==> src/hdl/rme_pkg.sv <==
// Shared constants and types for the modular exponentiation block.
// No dependencies; imported by rme_mulmod and rsa_modular_exponentiation.
package rme_pkg;

    localparam int WORD_BITS_DEF = 64;
    localparam int CFG_IDX_BITS  = 8;

    // configuration register indexes
    localparam logic [CFG_IDX_BITS-1:0] REG_MODULUS     = 8'd0;
    localparam logic [CFG_IDX_BITS-1:0] REG_PUBLIC_EXP  = 8'd1;
    localparam logic [CFG_IDX_BITS-1:0] REG_PRIVATE_EXP = 8'd2;

    // command from the sequencer to the multiplier unit
    typedef struct packed {
        logic start;
        logic reduce;   // 1: x mod m (MSB first), 0: x*y mod m (LSB first)
    } t_mm_cmd;

endpackage

==> src/hdl/rme_addmod.sv <==
// Modular adder: (a + b + cin) mod m for a, b < m, single conditional subtract.
// Depends on nothing; used by rme_mulmod.
module rme_addmod #(
    parameter int W = 64
) (
    input  logic [W-1:0] i_a,
    input  logic [W-1:0] i_b,
    input  logic         i_cin,
    input  logic [W-1:0] i_m,
    output logic [W-1:0] o_sum
);

    logic [W:0] w_sum;
    logic [W:0] w_diff;

    assign w_sum  = {1'b0, i_a} + {1'b0, i_b} + {{W{1'b0}}, i_cin};
    assign w_diff = w_sum - {1'b0, i_m};
    // borrow out means the sum was already below m
    assign o_sum  = w_diff[W] ? w_sum[W-1:0] : w_diff[W-1:0];

endmodule

==> src/hdl/rme_mulmod.sv <==
// Bit-serial modular multiply / reduce unit, one operand bit per cycle.
// Depends on rme_pkg (t_mm_cmd) and rme_addmod.
module rme_mulmod
    import rme_pkg::*;
#(
    parameter int W = WORD_BITS_DEF
) (
    input  logic         i_clk,
    input  logic         i_rst_n,
    input  t_mm_cmd      i_cmd,
    input  logic [W-1:0] i_x,
    input  logic [W-1:0] i_y,
    input  logic [W-1:0] i_m,
    output logic         o_done,
    output logic [W-1:0] o_res
);

    localparam int CW = $clog2(W);
    localparam logic [CW-1:0] LAST = CW'(W - 1);

    logic          r_busy;
    logic          r_done;
    logic          r_reduce;
    logic [CW-1:0] r_cnt;
    logic [W-1:0]  r_x;
    logic [W-1:0]  r_acc;
    logic [W-1:0]  r_add;

    logic [W-1:0]  w_acc_sum;
    logic [W-1:0]  w_dbl;

    rme_addmod #(.W(W)) u_add_acc (
        .i_a   (r_acc),
        .i_b   (r_add),
        .i_cin (1'b0),
        .i_m   (i_m),
        .o_sum (w_acc_sum)
    );

    // doubling lane; in reduce mode it shifts in the next dividend bit
    rme_addmod #(.W(W)) u_add_dbl (
        .i_a   (r_add),
        .i_b   (r_add),
        .i_cin (r_reduce & r_x[W-1]),
        .i_m   (i_m),
        .o_sum (w_dbl)
    );

    always_ff @(posedge i_clk) begin
        if (!i_rst_n) begin
            r_busy <= 1'b0;
            r_done <= 1'b0;
        end else begin
            r_done <= 1'b0;
            if (i_cmd.start) begin
                r_busy <= 1'b1;
            end else if (r_busy && r_cnt == LAST) begin
                r_busy <= 1'b0;
                r_done <= 1'b1;
            end
        end
    end

    always_ff @(posedge i_clk) begin
        if (i_cmd.start) begin
            r_reduce <= i_cmd.reduce;
            r_cnt    <= '0;
            r_x      <= i_x;
            r_acc    <= '0;
            r_add    <= i_cmd.reduce ? '0 : i_y;
        end else if (r_busy) begin
            r_cnt <= r_cnt + 1'b1;
            r_add <= w_dbl;
            if (r_reduce) begin
                r_x <= {r_x[W-2:0], 1'b0};
            end else begin
                r_x <= {1'b0, r_x[W-1:1]};
                if (r_x[0]) begin
                    r_acc <= w_acc_sum;
                end
            end
        end
    end

    assign o_done = r_done;
    assign o_res  = r_reduce ? r_add : r_acc;

endmodule

==> src/hdl/rsa_modular_exponentiation.sv <==
// Modular exponentiation block: result = value^e mod n (action 0) or value^d mod n (action 1).
// Takes one word at a time; o_ready is low while a word is being worked on. The value is first
// reduced mod n, then right-to-left square-and-multiply runs on one shared bit-serial multiplier.
// Exponent bits above the highest set bit cost nothing, so a word takes
// 1 + popcount(exp) + msb_index(exp) modular products. A modulus below two gives 0.
// The configuration port never stalls; write it only while the block is idle.
// Depends on rme_pkg and rme_mulmod.
module rsa_modular_exponentiation
    import rme_pkg::*;
#(
    parameter int WORD_BITS = WORD_BITS_DEF
) (
    input  logic                    i_clk,
    input  logic                    i_rst_n,
    // configuration write channel
    input  logic                    i_cfg_valid,
    output logic                    o_cfg_ready,
    input  logic [CFG_IDX_BITS-1:0] i_cfg_index,
    input  logic [WORD_BITS-1:0]    i_cfg_data,
    // input words
    input  logic                    i_valid,
    output logic                    o_ready,
    input  logic                    i_action,
    input  logic [WORD_BITS-1:0]    i_value,
    // result words
    output logic                    o_valid,
    input  logic                    i_ready,
    output logic [WORD_BITS-1:0]    o_result
);

    localparam int W = WORD_BITS;

    localparam logic [2:0] S_IDLE = 3'd0;
    localparam logic [2:0] S_RED  = 3'd1;
    localparam logic [2:0] S_NEXT = 3'd2;
    localparam logic [2:0] S_MUL  = 3'd3;
    localparam logic [2:0] S_SQR  = 3'd4;
    localparam logic [2:0] S_DONE = 3'd5;

    logic [2:0]   r_state, n_state;
    logic [W-1:0] r_mod;
    logic [W-1:0] r_pub;
    logic [W-1:0] r_priv;
    logic [W-1:0] r_exp, n_exp;
    logic [W-1:0] r_acc, n_acc;
    logic [W-1:0] r_sq, n_sq;
    logic [W-1:0] r_result;
    logic         r_out_valid;

    t_mm_cmd      w_cmd;
    logic [W-1:0] w_x;
    logic         w_mm_done;
    logic [W-1:0] w_mm_res;
    logic         w_accept;
    logic         w_mod_ok;
    logic         w_load_out;

    assign o_cfg_ready = 1'b1;
    assign o_ready     = (r_state == S_IDLE);
    assign w_accept    = i_valid && o_ready;
    assign w_mod_ok    = (r_mod[W-1:1] != '0);
    assign w_load_out  = (r_state == S_DONE) && (!r_out_valid || i_ready);

    always_ff @(posedge i_clk) begin
        if (!i_rst_n) begin
            r_mod  <= W'(2);
            r_pub  <= W'(1);
            r_priv <= W'(1);
        end else if (i_cfg_valid) begin
            unique case (i_cfg_index)
                REG_MODULUS:     r_mod  <= i_cfg_data;
                REG_PUBLIC_EXP:  r_pub  <= i_cfg_data;
                REG_PRIVATE_EXP: r_priv <= i_cfg_data;
                default:         ;
            endcase
        end
    end

    // multiplier operands: the raw value on accept, else acc or sq by the exponent bit
    assign w_x        = (r_state == S_IDLE) ? i_value : (r_exp[0] ? r_acc : r_sq);
    assign w_cmd.start  = (w_accept && w_mod_ok) || (r_state == S_NEXT && r_exp != '0);
    assign w_cmd.reduce = (r_state == S_IDLE);

    rme_mulmod #(.W(W)) u_mulmod (
        .i_clk   (i_clk),
        .i_rst_n (i_rst_n),
        .i_cmd   (w_cmd),
        .i_x     (w_x),
        .i_y     (r_sq),
        .i_m     (r_mod),
        .o_done  (w_mm_done),
        .o_res   (w_mm_res)
    );

    always_comb begin
        n_state = r_state;
        n_exp   = r_exp;
        n_acc   = r_acc;
        n_sq    = r_sq;
        unique case (r_state)
            S_IDLE: begin
                if (w_accept) begin
                    n_exp = i_action ? r_priv : r_pub;
                    if (w_mod_ok) begin
                        n_acc   = W'(1);
                        n_state = S_RED;
                    end else begin
                        n_acc   = '0;
                        n_state = S_DONE;
                    end
                end
            end
            S_RED: begin
                if (w_mm_done) begin
                    n_sq    = w_mm_res;
                    n_state = S_NEXT;
                end
            end
            S_NEXT: begin
                if (r_exp == '0) begin
                    n_state = S_DONE;
                end else if (r_exp[0]) begin
                    n_state = S_MUL;
                end else begin
                    n_state = S_SQR;
                end
            end
            S_MUL: begin
                if (w_mm_done) begin
                    n_acc   = w_mm_res;
                    n_exp   = {r_exp[W-1:1], 1'b0};
                    n_state = S_NEXT;
                end
            end
            S_SQR: begin
                if (w_mm_done) begin
                    n_sq    = w_mm_res;
                    n_exp   = {1'b0, r_exp[W-1:1]};
                    n_state = S_NEXT;
                end
            end
            S_DONE: begin
                if (w_load_out) begin
                    n_state = S_IDLE;
                end
            end
            default: begin
                n_state = S_IDLE;
            end
        endcase
    end

    always_ff @(posedge i_clk) begin
        if (!i_rst_n) begin
            r_state     <= S_IDLE;
            r_out_valid <= 1'b0;
        end else begin
            r_state <= n_state;
            if (w_load_out) begin
                r_out_valid <= 1'b1;
            end else if (i_ready) begin
                r_out_valid <= 1'b0;
            end
        end
    end

    always_ff @(posedge i_clk) begin
        r_exp <= n_exp;
        r_acc <= n_acc;
        r_sq  <= n_sq;
        if (w_load_out) begin
            r_result <= r_acc;
        end
    end

    assign o_valid  = r_out_valid;
    assign o_result = r_result;

endmodule
==> config.mk <==
export PLATFORM = sky130hd
export DESIGN_NAME = rsa_modular_exponentiation
export DESIGN_NICKNAME = d
export VERILOG_FILES = /design/src/hdl/rme_pkg.sv /design/src/hdl/rme_addmod.sv /design/src/hdl/rme_mulmod.sv /design/src/hdl/rsa_modular_exponentiation.sv
export SDC_FILE = /design/constraint.sdc
export NUM_CORES = 2
export LEC_CHECK = 0
export BUFFER_PORTS_ARGS = -buffer_cell sky130_fd_sc_hd__buf_4
export CAP_MARGIN = 30
export CORE_UTILIZATION = 60
export DETAILED_ROUTE_END_ITERATION = 16
export PLACE_DENSITY = 0.86
export SYNTH_ARGS = -nofsm -noshare
export SYNTH_HDL_FRONTEND = slang
export SYNTH_HIERARCHICAL = 1
export SYNTH_SLANG_ARGS = --single-unit
export TNS_END_PERCENT = 5
==> constraint.sdc <==
create_clock -name i_clk -period 12.05 [get_ports i_clk]
set_input_delay 0.6025 -clock i_clk [delete_from_list [all_inputs] [get_ports i_clk]]
set_output_delay 0.6025 -clock i_clk [all_outputs]
set_load 0.01 [all_outputs]
## Yosys cells after proc, flatten, opt, wreduce, memory -nomap -nowiden

Index checks and enable logic that the tools add are counted.

| storage, ports and cells | value |
|---|---|
| output and inout bits | 67 |
| bits in writable memories | 0 |
| bits in latches | 0 |
| memories kept | 0 |
| memory bits (read-only) | 0 |
| input bits | 142 |
| flip-flop bits (word level) | 653 |

| operators by class | value |
|---|---|
| div/mod/pow operators | 0 |
| eq/ne operators | 13 |
| add/subtract/negate cells | 6 |
| reductions and logical operators | 31 |
| bitwise logic cells | 4 |
| mux-type cells | 32 |
| order comparisons | 0 |
| multipliers | 0 |
| shift operators | 0 |

Operators with widths:

| kind | count |
|---|---|
| $mux 64 | 16 |
| $pmux 64 s3 | 1 |
| $add 64x64->65 | 2 |
| $sub 65x64->65 | 2 |
| $pmux 64 s2 | 1 |
| $add 65x1->65 | 1 |
| $logic_not 64->1 | 1 |
| $reduce_bool 64->1 | 1 |
| $reduce_bool 63->1 | 1 |
| $mux 3 | 6 |
| $pmux 3 s4 | 1 |
| $reduce_bool 2->1 | 5 |
| $reduce_and 3->1 | 3 |
| $eq 8x1->1 const B | 1 |
| $eq 8x2->1 const B | 1 |
| $logic_not 8->1 | 1 |
| $ne 2x1->1 const B | 4 |
| $reduce_and 2->1 | 4 |
| $reduce_and 4->1 | 2 |
| $mux 1 | 7 |
| $add 6x1->6 const B | 1 |
| $eq 3x2->1 const B | 2 |
| $eq 3x3->1 const B | 2 |
| $eq 6x6->1 const B | 1 |
| 11 further kinds | 19 |

## Longest topological paths before layout

| logic depth | value |
|---|---|
| depth after elaboration | 6 |
| gate-level depth with buffers | 32 |
| mapped depth without buffers | 28 |

## By module

The synthesis kept the hierarchy.

By module, submodules not included:

| module | area each (µm²) | cells an instance | times used |
|---|---|---|---|
| rsa_modular_exponentiation | 18316.3 | 1700 | 1 |
| rme_mulmod | 9500.4 | 934 | 1 |
| rme_addmod at u_mulmod.u_add_acc | 8729.6 | 1232 | 1 |
| rme_addmod at u_mulmod.u_add_dbl | 8578.2 | 1211 | 1 |

## Least setup slack after synthesis

Ideal clock, no wire load.

| path | value |
|---|---|
| path kind | flip-flop to flip-flop |
| from | reg u_mulmod.r_reduce |
| to | reg u_mulmod.r_add[62] (data pin) |
| cell stages (with the launch flop) | 33 |
| setup slack | 5483 ps |
| required time | 11771 ps |
| path buffers | 4 |
| arrival | 6288 ps |
| period minus slack after synthesis | 6567 ps |
| path through | edfxtp_1 > buf_4 > buf_6 > and2_1 > fa_1 > inv_1 > fa_1 > nand2b_1 > a211oi_1 > o2111ai_1 > o211ai_1 > or4b_4 > a21oi_2 > nor2b_1 > o31ai_1 > a31oi_1 > xnor2_1 > ha_1 > clkbuf_1 > nand2_1 > o21bai_1 > a21o_1 > a21oi_1 > o21ai_0 > a31oi_1 > o31ai_2 > a21o_1 > a31oi_2 > xor2_4 > buf_6 > mux2_4 > inv_1 > o22ai_1 |

| between the ends | value |
|---|---|
| longest elaborated chain between the ends | 6 |

RTL lines:

| what | RTL line | RTL |
|---|---|---|
| start: declaration | rme_mulmod.sv:23 | `logic r_reduce;` |
| start signal: assignment | rme_mulmod.sv:66 | `r_reduce <= i_cmd.reduce;` |
| $and 1x1->1 (*) | rme_mulmod.sv:44 | `.i_cin (r_reduce & r_x[W-1]),` |
| $add 65x1->65 (*) | rme_addmod.sv:16 | `assign w_sum = {1'b0, i_a} + {1'b0, i_b} + {{W{1'b0}}, i_cin};` |
| $sub 65x64->65 | rme_addmod.sv:17 | `assign w_diff = w_sum - {1'b0, i_m};` |
| $mux 64 (*) | rme_addmod.sv:19 | `assign o_sum = w_diff[W] ? w_sum[W-1:0] : w_diff[W-1:0];` |
| named net u_mulmod.w_dbl[62] | rme_mulmod.sv:30 | `logic [W-1:0] w_dbl;` |
| $mux 64 (*) | rme_mulmod.sv:71 | `end else if (r_busy) begin` |
| $mux 64 (*) | rme_mulmod.sv:65 | `if (i_cmd.start) begin` |
| end signal: assignment | rme_mulmod.sv:70 | `r_add <= i_cmd.reduce ? '0 : i_y;` |
| end signal: assignment | rme_mulmod.sv:73 | `r_add <= w_dbl;` |
| end: declaration | rme_mulmod.sv:27 | `logic [W-1:0] r_add;` |

Mark *: on every way through the listed nets, which the timed path passes. The rest lies on a longest branch. The select of a mux whose other input is x is not followed.
A chain may end at the register's enable or synchronous reset.

## Worst setup path in the final report

| path | value |
|---|---|
| from | reg u_mulmod.r_add[0] |
| to | reg u_mulmod.r_add[1] (data pin) |

| between the ends | value |
|---|---|
| longest elaborated chain between the ends | 6 |

RTL lines:

| what | RTL line |
|---|---|
| $add 64x64->65 (*) | rme_addmod.sv:16 |
| $add 65x1->65 (*) | rme_addmod.sv:16 |
| $sub 65x64->65 | rme_addmod.sv:17 |
| $mux 64 (*) | rme_addmod.sv:19 |
| named net u_mulmod.w_dbl[1] | rme_mulmod.sv:30 |
| $mux 64 (*) | rme_mulmod.sv:71 |
| $mux 64 (*) | rme_mulmod.sv:65 |

Marks and branches as above.

==> results.yml <==
drt:
  drc: 0
  drtPass1Iterations: 6
  wl_per_cell_um: 21.7
  wl_um: 133000
  vias_per_cell: 6.35
  first_iter_violations: 4635
  postRouteAntennaNets: 0
  vias: 38800
sta:
  final_max_slew_viol_count: 0
  finalSetupViolCount: 0
  rsz0062_at_grt: "no"
  skew_ns: 0.0425
  tightestPinTransition_ns: 1.06
  finalHoldViolCount: 0
  slew_headroom_pct: 28.8
  period_needed_ns: 8.82
  min_period_over_period_pct: 73.2
  worst_slack_ns: 3.23
  fin_setup_tns_ns: 0
  max_clock_freq_ghz: 0.113
setup_path:
  critPathKind: "reg2reg"
  worstPathRequired_ns: 12.43
  path_max_fanout: 36
  r2r_slack_ns: 3.23
  worstSetupEndpointType: "flop"
  critPathTopFamily: "compound AO/OA/AOI/OAI gates"
  cp_slowest_cell: "xor2_4"
  cpPeakStageDelay_ns: 0.85
  arrival_ns: 9.20
  cp.buffers_inverters: 3
  start_kind: "flop"
global_route:
  grt-ovfl-total: 0
  grt_pass1_wl_um: 205000
  antenna_found_initial: 1
  grt_max_degree: 134
  grt_pass1_vias: 36300
  track_usage_pct: 33.8
place:
  placed_cells: 5984
  portBuffers: 207
  dp_slack_ns: 3.57
  dp_hpwl_um: 98300
  place.gp.congestion: 1.02
clock_network:
  clock_sinks: 653
  post-cts-setup-buffers: 0
  numCtsBuffers: 71
  clock_path_buffers: 3
  htreeDepth: 3
  cts-resized-gates: 0
  clk_pin_slew_ns: 0.06
  worstSkewPairLatency_ns: 0.65
  holdBufCountCts: 0
  root_buffer: "clkbuf_16"
  cts_tree: "built"
logic_synthesis:
  synth_ff_type: "edfxtp_1"
  postSynthCellCount: 5077
  synth_nets: 5480
  netlist_area_um2: 45100
  ys_seq_elements: 653
  synth_edf_count: 385
  synth.distinct_cells: 95
  ys_warn_count: 6
  syn_avg_cell_area_um2: 8.89
  async_reset_ff_share_pct: 0
  synth_seq_area_share_pct: 37.5
floorplan:
  die_w_um: 276
  row_count: 100
  die_h_um: 276
  start_util_pct: 60.6
  core-area_um2: 74400
  io_pins: 209
  dieArea_um2: 76300
final_layout:
  post_layout_nonfiller_instances: 6114
  area_delta_synth_final_pct: 8.85
  layout-drive-gt1-share_pct: 11.4
  fin_nets: 5491
  mostFrequentLayoutCell: "nand2_1"
  layout_common_cells: "846 x nand2_1, 385 x edfxtp_1, 379 x o21ai_0"
min_path:
  hold_class: "in2reg"
outcome:
  outcome: "completed"
run:
  maxCapViolations: 0
-- cells in the mapped netlist, drive strengths merged (9+ instances only) --
cell | number | area [um^2]
and2 | 87 | 544
a211oi | 24 | 180
ha | 255 | 3190
edfxtp | 385 | 11600
xnor2 | 155 | 1380
nand3 | 177 | 896
or3 | 9 | 56.3
nor3 | 43 | 226
clkbuf | 179 | 673
a21boi | 76 | 571
mux2 | 184 | 2490
a21oi | 358 | 1800
a21o | 167 | 1250
o211ai | 17 | 128
and3 | 24 | 150
nor2 | 150 | 563
inv | 268 | 1010
a221oi | 12 | 105
mux2i | 211 | 2110
nand2b | 19 | 119
o21a | 32 | 240
or2 | 11 | 68.8
nand4 | 79 | 494
nor2b | 30 | 188
nand2 | 846 | 3180
o21bai | 54 | 405
a31oi | 39 | 250
nor4 | 44 | 288
o21ai | 522 | 2650
xor2 | 89 | 798
o31ai | 18 | 159
buf | 127 | 912
dfxtp | 268 | 5370
-- cells by family after synthesis --
family                     Yosys count  share of synthesized area, %
xor gates and xnor gates           244                          4.82
AOI/OAI and AO/OA                 1401                          18.8
and+or+nand+nor                   1547                          15.5
other                                2                        0.0166
DFF                                653                          37.5
muxes                              395                          10.2
adders and majority gates          261                          7.34
buffers and inverters              574                          5.74
-- path summary, 6_finish.rpt --
check                                    from                          end  cells past startpoint
hold / removal                  i_cfg_data[4]        r_mod[4]$_SDFFE_PN0P_                      3
setup / recovery  u_mulmod/r_add[0]$_DFFE_PP_  u_mulmod/r_add[1]$_DFFE_PP_                     27
hold reg to reg       r_acc[61]$_SDFFCE_PN0P_       o_result[61]$_DFFE_PP_                      0
setup reg to reg  u_mulmod/r_add[0]$_DFFE_PP_  u_mulmod/r_add[1]$_DFFE_PP_                     27
-- cell type report --
| cell class | instances | area, um^2 |
|---|---|---|
| Antenna cell | 2 | 5.00 |
| Inverter | 268 | 1010 |
| Clock buffer | 95 | 2020 |
| Timing Repair Buffer | 244 | 1880 |
| Sequential cell | 653 | 16900 |
| Fill cell | 5905 | 25300 |
| Clock inverter | 33 | 387 |
| Multi-Input combinational cell | 3850 | 25700 |
| Tap cell | 969 | 1210 |
-- per-layer routing --
layer,GRT usage [%],up-vias,part of all wire [%]
met1,49.8,18400,44
met4,12.3,0,3.5
met5,0,-,0
li1,-,18200,-
met3,5.24,276,9.5
met2,50.2,1991,43
-- state kept, by name, summed over array words and instances, names as in the netlist, 64 cells and up --
name / count
u_mulmod/r_add: 64
u_mulmod/r_acc: 64
r_exp: 64
r_sq: 64
r_acc: 64
r_mod: 64
u_mulmod/r_x: 64
o_result: 64
r_priv: 64
r_pub: 64
-- stage by stage --
| step | hold WS, ns | area, um^2 | utilization (%) |
|---|---|---|---|
| 2_1_floorplan | 0.426 | 45100 | - |
| 5_1_grt | 0.211 | 49100 | 66.0 |
| 6_report | 0.191 | 49100 | 66.0 |
| 4_1_cts | 0.169 | 49100 | 66.0 |
| 3_3_place_gp | 0.430 | 46600 | 62.7 |
| 3_5_place_dp | 0.438 | 46700 | 62.7 |
-- worst min-delay path, stage by stage --
cell	delay [ns]
buf_4	0.09
nand3_1	0.05
o21ai_0	0.06
Power is not shown: default switching activity piles up to over one toggle a cycle in this logic, so the estimate is an artifact.
